--- src/design/wsa_pkg.sv ---
// wsa_pkg: shared types, field widths and codes for the watchpoint slot allocator
// depends on nothing; used by the channel interfaces and the top level

package wsa_pkg;

  // transaction field widths
  localparam int CMD_W    = 2;
  localparam int SLOT_W   = 5;
  localparam int VALUE_W  = 32;
  localparam int STATUS_W = 3;

  typedef logic [CMD_W-1:0]    cmd_t;
  typedef logic [SLOT_W-1:0]   slot_t;
  typedef logic [VALUE_W-1:0]  value_t;
  typedef logic [STATUS_W-1:0] status_t;

  // command codes
  localparam cmd_t CMD_ALLOC = 2'd0;
  localparam cmd_t CMD_FREE  = 2'd1;
  localparam cmd_t CMD_CHECK = 2'd2;

  // result status codes
  localparam status_t ST_DONE       = 3'd0;
  localparam status_t ST_FULL       = 3'd1;
  localparam status_t ST_BAD_VALUE  = 3'd2;
  localparam status_t ST_NOT_ACTIVE = 3'd3;
  localparam status_t ST_CHANGED    = 3'd4;
  localparam status_t ST_NO_EVAL    = 3'd5;

endpackage

--- src/design/wsa_if.sv ---
// wsa_in_if / wsa_out_if: valid/ready channels for commands and results
// depends on wsa_pkg for field types

interface wsa_in_if;
  import wsa_pkg::*;
  logic   valid;
  logic   ready;
  cmd_t   command;
  slot_t  entry_number;
  value_t new_value;
  logic   value_ok;

  modport source (output valid, command, entry_number, new_value, value_ok, input ready);
  modport sink   (input valid, command, entry_number, new_value, value_ok, output ready);
endinterface

interface wsa_out_if;
  import wsa_pkg::*;
  logic    valid;
  logic    ready;
  status_t status;
  slot_t   slot_out;
  value_t  old_value;
  logic    stop;

  modport source (output valid, status, slot_out, old_value, stop, input ready);
  modport sink   (input valid, status, slot_out, old_value, stop, output ready);
endinterface

--- src/design/watchpoint_slot_allocator_unit.sv ---
// watchpoint_slot_allocator_unit: pool of watch slots with a lifo free list
// depends on wsa_pkg and the channel interfaces in wsa_if.sv

// In a command transaction, the accept edge issues the reads of the free-stack
// memory and the watch-value memory; the execute edge, which waits while the
// result register holds a result not yet taken, executes, writes back and loads
// the result register. Only after that is the input ready again, so a new
// command waits until the last has executed. A result waiting in the output
// register does not block the next accept. The free stack needs no clearing
// pass after reset: a low-water mark of the free count tells never-written
// stack entries, which read as their reset slot numbers. Active marks sit in
// flip-flops that reset clears; watch values are written on allocate.
module watchpoint_slot_allocator_unit #(
  parameter int POOL_SIZE = 32
) (
  input  logic clk,
  input  logic rst_n,
  wsa_in_if.sink    in_ch,
  wsa_out_if.source out_ch
);
  import wsa_pkg::*;

  localparam int IW = (POOL_SIZE > 1) ? $clog2(POOL_SIZE) : 1;
  localparam int CW = $clog2(POOL_SIZE + 1);
  localparam int NW = (IW > SLOT_W) ? IW : SLOT_W;

  localparam logic S_IDLE = 1'b0;
  localparam logic S_EXEC = 1'b1;

  typedef logic [IW-1:0] idx_t;
  typedef logic [CW-1:0] cnt_t;

  // control state
  logic     state_r, state_nxt;
  cnt_t     free_count_r, free_count_nxt;
  cnt_t     low_mark_r, low_mark_nxt;
  logic [POOL_SIZE-1:0] active_r, active_nxt;

  // captured command
  cmd_t   cmd_r;
  slot_t  num_r;
  value_t val_r;
  logic   ok_r;

  // memories and registered read data
  idx_t   stk_mem [POOL_SIZE];
  value_t val_mem [POOL_SIZE];
  idx_t   stk_rd_r;
  value_t val_rd_r;

  // result register
  logic    out_valid_r;
  status_t status_r, status_nxt;
  slot_t   slot_r, slot_nxt;
  value_t  old_r, old_nxt;
  logic    stop_r, stop_nxt;

  logic accept, exec_go;
  logic stk_we, val_we;
  idx_t stk_waddr, val_waddr;
  idx_t stk_wdata;
  value_t val_wdata;

  assign accept = in_ch.valid && in_ch.ready;
  assign in_ch.ready = (state_r == S_IDLE);
  assign exec_go = (state_r == S_EXEC) && (!out_valid_r || out_ch.ready);

  // read addresses at accept time
  cnt_t   cnt_m1;
  idx_t   stk_raddr;
  logic [NW-1:0] in_num_ext;
  idx_t   val_raddr;
  assign cnt_m1     = free_count_r - cnt_t'(1);
  assign stk_raddr  = cnt_m1[IW-1:0];
  assign in_num_ext = NW'(in_ch.entry_number);
  assign val_raddr  = in_num_ext[IW-1:0];

  // execute-side decode
  logic [NW-1:0] num_ext;
  idx_t   num_idx;
  logic   num_active;
  idx_t   top_idx;
  idx_t   pop_slot;
  logic [NW-1:0] pop_ext;
  assign num_ext    = NW'(num_r);
  assign num_idx    = num_ext[IW-1:0];
  assign num_active = (32'(num_ext) < POOL_SIZE) && active_r[num_idx];
  assign top_idx    = cnt_m1[IW-1:0];
  // never-written stack entries hold their reset slot number
  assign pop_slot   = (CW'(top_idx) < low_mark_r) ? (idx_t'(POOL_SIZE - 1) - top_idx)
                                                 : stk_rd_r;
  assign pop_ext    = NW'(pop_slot);

  // execute: modify state and form the result
  always_comb begin
    state_nxt      = state_r;
    free_count_nxt = free_count_r;
    low_mark_nxt   = low_mark_r;
    active_nxt     = active_r;
    status_nxt     = ST_DONE;
    slot_nxt       = '0;
    old_nxt        = '0;
    stop_nxt       = 1'b0;
    stk_we         = 1'b0;
    stk_waddr      = free_count_r[IW-1:0];
    stk_wdata      = num_idx;
    val_we         = 1'b0;
    val_waddr      = num_idx;
    val_wdata      = val_r;
    if (accept) begin
      state_nxt = S_EXEC;
    end
    if (exec_go) begin
      state_nxt = S_IDLE;
      case (cmd_r)
        CMD_ALLOC: begin
          if (!ok_r) begin
            status_nxt = ST_BAD_VALUE;
          end else if (free_count_r == '0) begin
            status_nxt = ST_FULL;
          end else begin
            free_count_nxt = cnt_m1;
            if (cnt_m1 < low_mark_r) begin
              low_mark_nxt = cnt_m1;
            end
            active_nxt[pop_slot] = 1'b1;
            slot_nxt  = pop_ext[SLOT_W-1:0];
            val_we    = 1'b1;
            val_waddr = pop_slot;
          end
        end
        CMD_FREE: begin
          slot_nxt = num_r;
          if (!num_active) begin
            status_nxt = ST_NOT_ACTIVE;
          end else begin
            active_nxt[num_idx] = 1'b0;
            stk_we         = 1'b1;
            free_count_nxt = free_count_r + cnt_t'(1);
          end
        end
        CMD_CHECK: begin
          slot_nxt = num_r;
          if (!num_active) begin
            status_nxt = ST_NOT_ACTIVE;
          end else if (!ok_r) begin
            status_nxt = ST_NO_EVAL;
            stop_nxt   = 1'b1;
          end else if (val_r != val_rd_r) begin
            status_nxt = ST_CHANGED;
            old_nxt    = val_rd_r;
            stop_nxt   = 1'b1;
            val_we     = 1'b1;
          end
        end
        default: begin
        end
      endcase
    end
  end

  // control registers
  always_ff @(posedge clk) begin
    if (!rst_n) begin
      state_r      <= S_IDLE;
      free_count_r <= cnt_t'(POOL_SIZE);
      low_mark_r   <= cnt_t'(POOL_SIZE);
      active_r     <= '0;
      out_valid_r  <= 1'b0;
    end else begin
      state_r      <= state_nxt;
      free_count_r <= free_count_nxt;
      low_mark_r   <= low_mark_nxt;
      active_r     <= active_nxt;
      if (exec_go) begin
        out_valid_r <= 1'b1;
      end else if (out_ch.ready) begin
        out_valid_r <= 1'b0;
      end
    end
  end

  // captured transaction and result payload
  always_ff @(posedge clk) begin
    if (accept) begin
      cmd_r <= in_ch.command;
      num_r <= in_ch.entry_number;
      val_r <= in_ch.new_value;
      ok_r  <= in_ch.value_ok;
    end
    if (exec_go) begin
      status_r <= status_nxt;
      slot_r   <= slot_nxt;
      old_r    <= old_nxt;
      stop_r   <= stop_nxt;
    end
  end

  // free-stack memory
  always_ff @(posedge clk) begin
    if (stk_we) begin
      stk_mem[stk_waddr] <= stk_wdata;
    end
    if (accept) begin
      stk_rd_r <= stk_mem[stk_raddr];
    end
  end

  // watch-value memory
  always_ff @(posedge clk) begin
    if (val_we) begin
      val_mem[val_waddr] <= val_wdata;
    end
    if (accept) begin
      val_rd_r <= val_mem[val_raddr];
    end
  end

  assign out_ch.valid     = out_valid_r;
  assign out_ch.status    = status_r;
  assign out_ch.slot_out  = slot_r;
  assign out_ch.old_value = old_r;
  assign out_ch.stop      = stop_r;

  // every slot is either active or on the free list
  a_pool_conserved: assert property (@(posedge clk) disable iff (!rst_n)
    (32'($countones(active_r)) + 32'(free_count_r)) == POOL_SIZE)
    else $error("slot count mismatch between active marks and free list");

  // low-water mark never above the free count
  a_low_mark: assert property (@(posedge clk) disable iff (!rst_n)
    low_mark_r <= free_count_r)
    else $error("free-stack low-water mark above free count");

  // an accepted transaction always goes to execute
  a_accept_exec: assert property (@(posedge clk) disable iff (!rst_n)
    accept |=> (state_r == S_EXEC))
    else $error("accepted transaction did not reach execute");

  // a pool-full result only when the free list was empty
  a_full_empty: assert property (@(posedge clk) disable iff (!rst_n)
    (exec_go && (status_nxt == ST_FULL)) |-> (free_count_r == '0))
    else $error("pool-full status with free slots left");

endmodule
--- src/flat_wrapper.sv ---
// flat-port wrapper written by rule: the top's interface ports become plain ports
module watchpoint_slot_allocator_unit_flat import wsa_pkg::*;
#(
  parameter int POOL_SIZE = 32
)
  (clk, rst_n, in_ch_valid, in_ch_command, in_ch_entry_number, in_ch_new_value, in_ch_value_ok, in_ch_ready, out_ch_valid, out_ch_status, out_ch_slot_out, out_ch_old_value, out_ch_stop, out_ch_ready);
  wsa_in_if in_ch_i ();
  wsa_out_if out_ch_i ();
  input  logic clk;
  input  logic rst_n;
  input wire logic [$bits(in_ch_i.valid)-1:0] in_ch_valid;
  input wire logic [$bits(in_ch_i.command)-1:0] in_ch_command;
  input wire logic [$bits(in_ch_i.entry_number)-1:0] in_ch_entry_number;
  input wire logic [$bits(in_ch_i.new_value)-1:0] in_ch_new_value;
  input wire logic [$bits(in_ch_i.value_ok)-1:0] in_ch_value_ok;
  output wire logic [$bits(in_ch_i.ready)-1:0] in_ch_ready;
  output wire logic [$bits(out_ch_i.valid)-1:0] out_ch_valid;
  output wire logic [$bits(out_ch_i.status)-1:0] out_ch_status;
  output wire logic [$bits(out_ch_i.slot_out)-1:0] out_ch_slot_out;
  output wire logic [$bits(out_ch_i.old_value)-1:0] out_ch_old_value;
  output wire logic [$bits(out_ch_i.stop)-1:0] out_ch_stop;
  input wire logic [$bits(out_ch_i.ready)-1:0] out_ch_ready;
  assign in_ch_i.valid = in_ch_valid;
  assign in_ch_i.command = in_ch_command;
  assign in_ch_i.entry_number = in_ch_entry_number;
  assign in_ch_i.new_value = in_ch_new_value;
  assign in_ch_i.value_ok = in_ch_value_ok;
  assign in_ch_ready = in_ch_i.ready;
  assign out_ch_valid = out_ch_i.valid;
  assign out_ch_status = out_ch_i.status;
  assign out_ch_slot_out = out_ch_i.slot_out;
  assign out_ch_old_value = out_ch_i.old_value;
  assign out_ch_stop = out_ch_i.stop;
  assign out_ch_i.ready = out_ch_ready;
  watchpoint_slot_allocator_unit #(.POOL_SIZE(POOL_SIZE)) u_core (.clk(clk), .rst_n(rst_n), .in_ch(in_ch_i), .out_ch(out_ch_i));
endmodule
--- config.mk ---
export PLATFORM = sky130hd
export DESIGN_NAME = watchpoint_slot_allocator_unit_flat
export DESIGN_NICKNAME = d
export VERILOG_FILES = /design/src/design/wsa_pkg.sv /design/src/design/wsa_if.sv /design/src/design/watchpoint_slot_allocator_unit.sv /design/src/flat_wrapper.sv
export SDC_FILE = /design/constraint.sdc
export NUM_CORES = 1
export LEC_CHECK = 0
export BUFFER_PORTS_ARGS = -buffer_cell sky130_fd_sc_hd__buf_4
export CORE_UTILIZATION = 56
export DETAILED_ROUTE_END_ITERATION = 16
export PLACE_DENSITY = 0.71
export SLEW_MARGIN = 20
export SYNTH_ARGS = -nofsm -noshare
export SYNTH_HDL_FRONTEND = slang
export SYNTH_SLANG_ARGS = --single-unit
--- constraint.sdc ---
create_clock -name clk -period 7.7 [get_ports clk]
set_input_delay 0.385 -clock clk [delete_from_list [all_inputs] [get_ports clk]]
set_output_delay 0.385 -clock clk [all_outputs]
set_load 0.01 [all_outputs]
## Word-level counts from Yosys, hierarchy flattened

Memory sizes are Yosys's and may differ from the RTL's. A register that Yosys moved wholly into a read port is not among the register bits.
Index checks and enable logic that the tools add are counted.

- Register bits: 127
- Bits in writable memories: 1184
- Input bits: 44
- Logic and storage cells: 98
- Memories kept: 2

Memory list:

| memory | words | bits a word | rd ports | clocked after memory_dff | wr ports | RTL line | text |
|---|---|---|---|---|---|---|---|
| u_core.val_mem | 32 | 32 | 1 | 1 | 1 | watchpoint_slot_allocator_unit.sv:47 | `value_t val_mem [POOL_SIZE];` |
| u_core.stk_mem | 32 | 5 | 1 | 1 | 1 | watchpoint_slot_allocator_unit.sv:46 | `idx_t stk_mem [POOL_SIZE];` |

- Add/sub/neg operators: 3
- Magnitude comparators: 6
- Equality and inequality tests: 6
- Muxes and demuxes: 46
- Bitwise gates (word level): 6
- Reduce and logical (&&, ||, !) cells: 16

Operators with widths:

| kind | count |
|---|---|
| 32-bit 2-to-1 mux | 3 |
| 32-bit case mux with 2 select lines | 1 |
| 5-bit 2-to-1 mux | 7 |
| 32-bit AND | 1 |
| 32-bit != test | 1 |
| 32-bit inverter | 1 |
| 32-bit bitwise OR | 1 |
| 1-bit 2-to-1 mux | 20 |
| 6-bit 2-to-1 mux | 3 |
| 5-bit by 6-bit less-than comparator with 1-bit output, second input constant | 2 |
| 3-bit 2-to-1 mux | 4 |
| 6-bit case mux with 2 select lines | 1 |
| 1-bit demux with 5-bit select | 2 |
| 5-bit by 1-bit greater-or-equal comparator with 1-bit output, second input constant | 2 |
| 5-bit case mux with 2 select lines | 1 |
| 5-bit AND reduction | 2 |
| 3-bit case mux with 3 select lines | 1 |
| 6-bit by 1-bit adder with 6-bit output, second input constant | 1 |
| 6-bit zero test | 1 |
| 5-bit by 6-bit less-than comparator with 1-bit output | 1 |
| 6-bit less-than comparator | 1 |
| 6-bit by 1-bit subtractor with 6-bit output, second input constant | 1 |
| 1-bit binary-select mux with 5-bit select | 1 |
| 5-bit subtractor, first input constant | 1 |
| other kinds (15) | 23 |

## Depth between registers and ports, before layout

Gate-level depths: netlist of the first run.

- Depth after elaboration: 11
- Mapped depth: 15

## Worst setup path after synthesis of the first run

Ideal clock, no wire load.

- Kind: flip-flop to flip-flop
- Start point: register u_core.free_count_r[0]
- End point: memory u_core.val_mem[18][0] (netlist bit), enable pin
- Library setup time: 0.513 ns
- Arrival: 6.968 ns
- Slack: 0.218 ns
- Stages on the path, launching flop included: 15
- Path buffers: 3
- Period minus slack after synthesis: 7.482 ns
- Cells stage by stage: dfxtp_1 clkbuf_1 buf_1 inv_1 ha_1 nand2_1 xor2_1 inv_1 ha_1 o2111ai_1 a21oi_2 mux2_2 mux2_2 buf_2 nor4b_1

- Word-level cells in the longest chain between the ends: 7
- Elaborated cells on any way between the ends: 15

Ends and longest elaborated chain:

| item | RTL line | text |
|---|---|---|
| from (decl) | watchpoint_slot_allocator_unit.sv:35 | `cnt_t free_count_r, free_count_nxt;` |
| from (signal assigned) | watchpoint_slot_allocator_unit.sv:166 | `free_count_r <= cnt_t'(POOL_SIZE);` |
| from (signal assigned) | watchpoint_slot_allocator_unit.sv:172 | `free_count_r <= free_count_nxt;` |
| 6-bit by 1-bit subtractor with 6-bit output (*) | watchpoint_slot_allocator_unit.sv:73 | `assign cnt_m1 = free_count_r - cnt_t'(1);` |
| net u_core.cnt_m1[0] | watchpoint_slot_allocator_unit.sv:69 | `cnt_t cnt_m1;` |
| 5-bit subtractor / 5-bit by 6-bit less-than comparator with 1-bit output (equally long branches) | watchpoint_slot_allocator_unit.sv:90 | `assign pop_slot = (CW'(top_idx) < low_mark_r) ? (idx_t'(POOL_SIZE - 1) - top_idx)` |
| 5-bit 2-to-1 mux (*) | watchpoint_slot_allocator_unit.sv:90 |  |
| 5-bit 2-to-1 mux (*) | watchpoint_slot_allocator_unit.sv:119 | `end else if (free_count_r == '0) begin` |
| 5-bit 2-to-1 mux (*) | watchpoint_slot_allocator_unit.sv:117 | `if (!ok_r) begin` |
| 5-bit 2-to-1 mux (*) | watchpoint_slot_allocator_unit.sv:115 | `case (cmd_r)` |
| 5-bit 2-to-1 mux (*) | watchpoint_slot_allocator_unit.sv:113 | `if (exec_go) begin` |
| to (decl) | watchpoint_slot_allocator_unit.sv:47 |  |

The timed path passes the listed nets; every way through them passes the cells marked *.

## Worst setup path after layout of the first run

- Start point: register u_core.free_count_r[0]
- End point: memory u_core.val_mem[5][5] (netlist bit), enable pin

The elaborated chain is that of the path after synthesis.

==> metrics.txt, run 1 <==
Die Area around 95000 µm²; IO Count 87; ys async rst share 0%; register area ~40000 µm²; Num CTS Buffers ~140; main area contributors after synthesis edfxtp_1 (74%), mux4_2 (16%), dfxtp_1 (1.8%); period utilization 75.10%; Yosys Warn Count 0; reported net switching power around 3.4 mW; Internal Power approximately 12 mW; Flop pwr share between 50% and 60%; outcome finished clean; Post-DP Area between 50000 and 60000 µm²; Worst setup EP type register; Initial DRC Count 2955; critical path peak fanout between 50 and 60; Worst Tran Pin Value around 1200 ps; Startpoint Class register; Cell Chain, Critical Path buf_4, inv_1, ha_1, nand2_1, xor2_1, buf_4, inv_1, ha_1, o2111ai_1, a21oi_2, buf_4, mux2_2, mux2_2, or3b_4, nor2_4, buf_4; Die W roughly 300 µm; number of global-route vias before repair ~26000; core area around 93000 µm²; EDFF count, synth 1302; Setup TNS 0 ps; worst vdd ir between 0.2 and 0.25 mV; setup violators final 0; Worst slew margin 17.76%; drt drc 0; total wire length ~120000 µm; sequential area share after synthesis around three quarters; post-route ant nets 0; clock root buffer clkbuf_16; Die H a little over 300 µm; Max Freq between 150 and 200 MHz; vias per inst roughly 6.4; Mapped Area 52600 µm²; library cells used by synthesis 70; switching share of power 21.78%; clock sink count around 1300; H-tree depth 4; Cells after Synth approximately 2400; share of layout cells above drive strength 1 ~31%; Post-DP HPWL about 75000 µm; Initial Util a little under three fifths; total power between 15 and 20 mW; Vias 25500; final count of pins violating max slew 0; Synth Area per Inst around 22 µm²; RSZ-0062 raised after global routing false; Fillers around 6000; worst min-delay path class in -> reg; Seq cells post-synth approximately 1300; largest net degree at the start of global routing 143; clock group share of total power 41.0%; Syn-to-layout area delta 14.21%; post-synth top area share approximately three quarters; Worst EP required a little over 8000 ps; Routability Congestion ~0.86; final setup margin 1918 ps; Place WS 1696 ps; initial antenna violation count 1; Max Clock Skew 32.00 ps; post-synth net total 2442; buffers inserted by post-CTS timing repair 0; static leakage approximately 19 nW; CP most frequent cell buf_4; GRT Resource Usage Total between 20% and 30%; Remaining Overflow, GRT 0; top_reg_cell synth edfxtp_1; post-synth top area cell edfxtp_1; Logic pwr share under 10%; Wirelength per Cell between 30 and 40 µm; # rows around 110; Worst-Skew Late Latency 740 ps; max-cap viol count 0; CP max-delay cell nor2_4; CP Class reg -> reg; first-pass GRT wire length 179600 µm; pwr/cell area 259.1 nW/µm²; Clock Path Buffers 3; layout net count about 2700; area of the multi-input gates 12230 µm²; Min Clock Period, post-route between 5000 and 6000 ps; Initial DRT Pass Iterations 8; Crit path arrival time ~6200 ps; CTS tree done; design area roughly 60000 µm²; slowest stage delay, CP between 700 and 800 ps; port bufs 86; Final Hold Viols 0; Clk pin slew, worst setup/hold paths around 60 ps
[placed cells by master, fill, tap and decap left out, drive strengths merged, types with 6 or more instances in the layout]
cell type / count
a211oi: 9
a21oi: 22
a32o: 14
and2: 41
and3: 26
buf: 175
bufinv: 10
clkbuf: 159
clkinv: 61
dfxtp: 46
dlygate4sd3: 37
edfxtp: 1302
ha: 14
inv: 25
mux2: 45
mux2i: 23
mux4: 371
nand2: 45
nand3: 14
nand3b: 6
nand4: 18
nor2: 75
nor2b: 6
nor3: 13
nor4: 9
o211ai: 9
o21ai: 18
xnor2: 6
xor2: 34
[kinds of logic after synthesis]
family | share of synthesized area [%]
XOR/XNOR | 0.6660
buffers and inverters | 1.163
adder cells (fa/ha/maj) | 0.3330
AO/OA/AOI/OAI | 1.594
AND/OR/NAND/NOR | 2.857
flip-flops | 76.08
multiplexers | 17.31
[critical path: cells and delay by family, from the launching register on]
kind,cells,cell delay (ps)
mux,2,810
flops,1,320
buf+inv,6,1810
compound gates,2,360
xor+xnor,1,140
fa+ha+maj,2,660
simple gates,3,1370
[Yosys cell counts (all sizes together), types with 5 or more instances]
cell type,instances
nor2,75
mux4,371
a211oi,9
a21oi,22
nand4,18
o211ai,9
dfxtp,46
xnor2,6
nand3b,6
nand2,45
inv,20
xor2,34
mux2i,23
a31oi,5
nor4,9
and3,26
a32o,14
clkbuf,80
ha,14
nor3,13
buf,52
nor2b,6
and2,41
nand3,14
o21ai,18
edfxtp,1302
nand2b,5
mux2,45
[power by group through the flow]
stage	Combinational, mW	Sequential (mW)	Clock, mW
6_report	0.996	8.19	6.38
3_3_place_gp	0.964	8.34	0
3_5_place_dp	0.982	8.34	0
5_1_grt	1.05	8.19	6.73
2_1_floorplan	0.553	8.37	0
4_1_cts	1.00	8.19	6.47
[final timing paths]
check	start	endpoint	slack, ps	cells after the start
min reg2reg	u_core.active_r[0]$_SDFFE_PN0P_	u_core.active_r[0]$_SDFFE_PN0P_	490	2
max	u_core.free_count_r[0]$_SDFFE_PN0P_	u_core.val_mem[5][5]$_DFFE_PP_	1920	16
max reg2reg	u_core.free_count_r[0]$_SDFFE_PN0P_	u_core.val_mem[5][5]$_DFFE_PP_	1920	16
min	rst_n	u_core.free_count_r[5]$_SDFFE_PN1P_	70	2
[registers in the layout, summed over array words and instances, names as in the netlist, 2 cells and up]
register,flops
u_core.val_rd_r,32
u_core.out_ch.status,3
u_core.cmd_r,2
u_core.val_mem,1024
u_core.low_mark_r,6
u_core.stk_mem,160
u_core.out_ch.slot_out,5
u_core.free_count_r,6
u_core.num_ext,5
u_core.val_r,32
u_core.out_ch.old_value,32
u_core.stk_rd_r,5
u_core.active_r,32
[through the flow]
| stage | instances | utilization (%) | hold slack (ps) |
|---|---|---|---|
| after floorplan | 2384 | - | 454.3 |
| after global placement | 3671 | 59.22 | 473.5 |
| after detailed placement | 3672 | 59.24 | 486.2 |
| after CTS | 3948 | 64.22 | 3.949 |
| after global routing | 3957 | 64.46 | 53.30 |
| final | 3958 | 64.47 | 67.61 |
[metal layers]
metal  vias to the layer above  GRT usage (%)  wire (µm)
met4                         0          9.036       3847
met2                      1185          45.21      64390
met1                     13640          35.45      47040
li1                      10470              -          -
met5                         -              0          0
met3                       209          4.260       7927
[area by class of cell]
cell class / count / share of cell area (%)
sequential: 1348 / 66.61
multi-input combinational: 884 / 20.36
clock buffer: 159 / 5.931
timing repair buffer: 212 / 3.180
tap: 1254 / 2.612
clock inverter: 80 / 1.177
inverter: 20 / 0.1250
antenna: 1 / 0.004165
[what timing repair did]
item | in CTS | in global routing
gates resized for setup | 0 | 0
hold buffers | 37 | 0
endpoints found under the hold margin | 37 | 0
(Power assumes the default switching activity.)
==> inputs of run 2 (changes only) <==
==> constraint.sdc (replaced) <==
create_clock -name clk -period 4.65 [get_ports clk]
set_input_delay 0.2325 -clock clk [delete_from_list [all_inputs] [get_ports clk]]
set_output_delay 0.2325 -clock clk [all_outputs]
set_load 0.01 [all_outputs]
==> run 2 against run 1 <==
Effect of this change:
- final cell count is 1.1% higher
- critical path depth is 4 lower
- maximum frequency is 31% higher
- first-iteration DRC count is 18% higher
- critical endpoint is now u_core.val_mem[11][0]$_DFFE_PP_
- largest power group unchanged
==> metrics.txt, run 2 (synthesized netlist as in run 1, its figures left out) <==
first-pass GRT wire length 181100 µm (+0.84%); post-route ant nets 0 (unchanged); Initial DRT Pass Iterations 5 (-3); Initial Util 56.45% (unchanged); max-cap viol count 0 (unchanged); Worst setup EP type register; Clk pin slew, worst setup/hold paths 60 ps (about the same); RSZ-0062 raised after global routing false; share of layout cells above drive strength 1 32.11% (+1.1 points); largest net degree at the start of global routing 78 (-45%); post_cts resized 0 (unchanged); setup slack, reg-to-reg 250 ps (-1670 ps); Worst slew margin 23.39% (+5.6 points); Crit path arrival time 4820 ps (-1410 ps); Max Freq 227.3 MHz (+31%); port bufs 86 (unchanged); initial antenna violation count 2 (+1); register area 40020 µm² (unchanged); most frequent cells in the layout edfxtp_1 (1302), mux4_2 (371), buf_4 (200); Post-DP Area 55890 µm² (+1.2%); Top Registers u_core.val_mem (1024), u_core.stk_mem (160); worst min-delay path class in -> reg; Wirelength per Cell 30.84 µm (-0.91%); Startpoint Class register; clock root buffer clkbuf_16; # rows 112 (unchanged); Clock Path Buffers 3 (unchanged); Remaining Overflow, GRT 0 (unchanged); period utilization 94.61% (+20 points); core area 93190 µm² (unchanged); Min Clock Period, post-route 4400 ps (-1383 ps); Initial DRC Count 3481 (+18%); GRT Resource Usage Total 26.91% (+0.25 points); layout net count 2707 (+1.7%); IO Count 87 (unchanged); H-tree depth 4 (unchanged); Worst EP required 5070 ps (-3080 ps); Worst Tran Pin Value 1147 ps (-86.94 ps); drt drc 0 (unchanged); Fillers 5953 (-1.4%); Worst-Skew Late Latency 740 ps (about the same); buffers inserted by post-CTS timing repair 0 (unchanged); Post-DP HPWL 78040 µm (+4.6%); total wire length 123400 µm (+0.19%); Hold WS 113.4 ps (+45.79 ps); commonest non-fill, non-tap cell in the layout edfxtp_1; worst vdd ir 0.4285 mV (+81%); vias per inst 6.518 (+1.2%); setup violators final 0 (unchanged); Setup TNS 0 ps (unchanged); number of global-route vias before repair 26170 (+2.3%); largest reg by FF count u_core.val_mem; number of flip-flops in the largest register 1024 (unchanged); CTS tree done; Die H 308.5 µm (unchanged); Routability Congestion 0.8637 (-0.14%); area of the multi-input gates 12310 µm² (+0.69%); outcome finished clean; Die Area 95160 µm² (unchanged); Syn-to-layout area delta 14.99%; clock sink count 1348 (unchanged); Final Hold Viols 0 (unchanged); Die W 308.5 µm (unchanged); CP Class reg -> reg; Max Clock Skew 32.61 ps (+0.6034 ps); pwr/cell area 424.7 nW/µm² (+64%); static leakage 19.26 nW (+1.2%); design area 60490 µm² (+0.69%); final count of pins violating max slew 0 (unchanged); critical path peak fanout 21 (-59%); Vias 26080 (+2.3%); Num CTS Buffers 135 (-1.5%)
run 2: changes by cell type in the layout (fill, tap and decap cells not counted), moves of 4 or more:
cell | before | now
clkinv_4 | 5 | 1
clkinv_1 | 29 | 24
buf_16 | 5 | 0
buf_4 | 158 | 200
buf_12 | 8 | 19
clkbuf_1 | 19 | 25
run 2: worst paths after layout:
| path | from | endpoint | cells past startpoint |
|---|---|---|---|
| max | u_core.free_count_r[1]$_SDFFE_PN0P_ | u_core.val_mem[11][0]$_DFFE_PP_ | 12 |
| min | in_ch_entry_number[0] | u_core.num_ext[0]$_DFFE_PP_ | 1 |
| max reg2reg | u_core.free_count_r[1]$_SDFFE_PN0P_ | u_core.val_mem[11][0]$_DFFE_PP_ | 12 |
| min reg2reg | u_core.active_r[20]$_SDFFE_PN0P_ | u_core.active_r[20]$_SDFFE_PN0P_ | 2 |
run 2: repair_timing:
item                                    CTS  global route
hold endpoints to repair                 45             0
hold buffers                             39             0
endpoints found under the setup margin    0             0
run 2: stage by stage:
| step | cells | utilization [%] | setup slack (ps) | total power, mW |
|---|---|---|---|---|
| finish | 4002 | 64.91 | 250.5 | 25.69 |
| global route | 4001 | 64.91 | 6.501 | 26.34 |
| CTS | 4001 | 64.91 | 276.4 | 25.84 |
| detailed placement | 3727 | 59.97 | 283.6 | 15.50 |
| global placement | 3725 | 59.93 | 437.0 | 15.47 |
| floorplan | 2384 | - | 24.54 | 14.81 |
run 2: area by class of cell:
class | instances | share of cell area [%]
inverter | 20 | 0.1241
antenna | 1 | 0.004137
sequential | 1348 | 66.16
tap | 1254 | 2.594
clock buffer | 164 | 5.906
clock inverter | 71 | 1.049
timing repair buffer | 260 | 3.806
multi-input combinational | 884 | 20.36
run 2: where the power goes:
| part | leakage, nW | switching (mW) | total [mW] | internal, mW |
|---|---|---|---|---|
| Sequential | 12.2 | 0.113 | 13.6 | 13.5 |
| Clock | 2.05 | 4.44 | 10.4 | 5.97 |
| Combinational | 5.04 | 1.02 | 1.71 | 0.694 |
run 2: worst max-delay path, stage by stage (launching register included):
cell and delay (ps):
dfxtp_1 480, inv_1 130, ha_1 320, inv_1 90
ha_1 290, a21boi_0 230, o2111ai_2 180, a21oi_4 300
mux2i_1 190, a211oi_2 530, nand3_1 520, nor2_4 560
buf_12 250
run 2: routing by layer:
layer / global-route usage, % / wire [µm] / up-vias
met4: 7.185 / 2514 / 0
met1: 40.81 / 51080 / 13980
met3: 4.583 / 10840 / 159
li1: - / - / 10570
met2: 41.07 / 59020 / 1377
met5: 0 / 0 / -
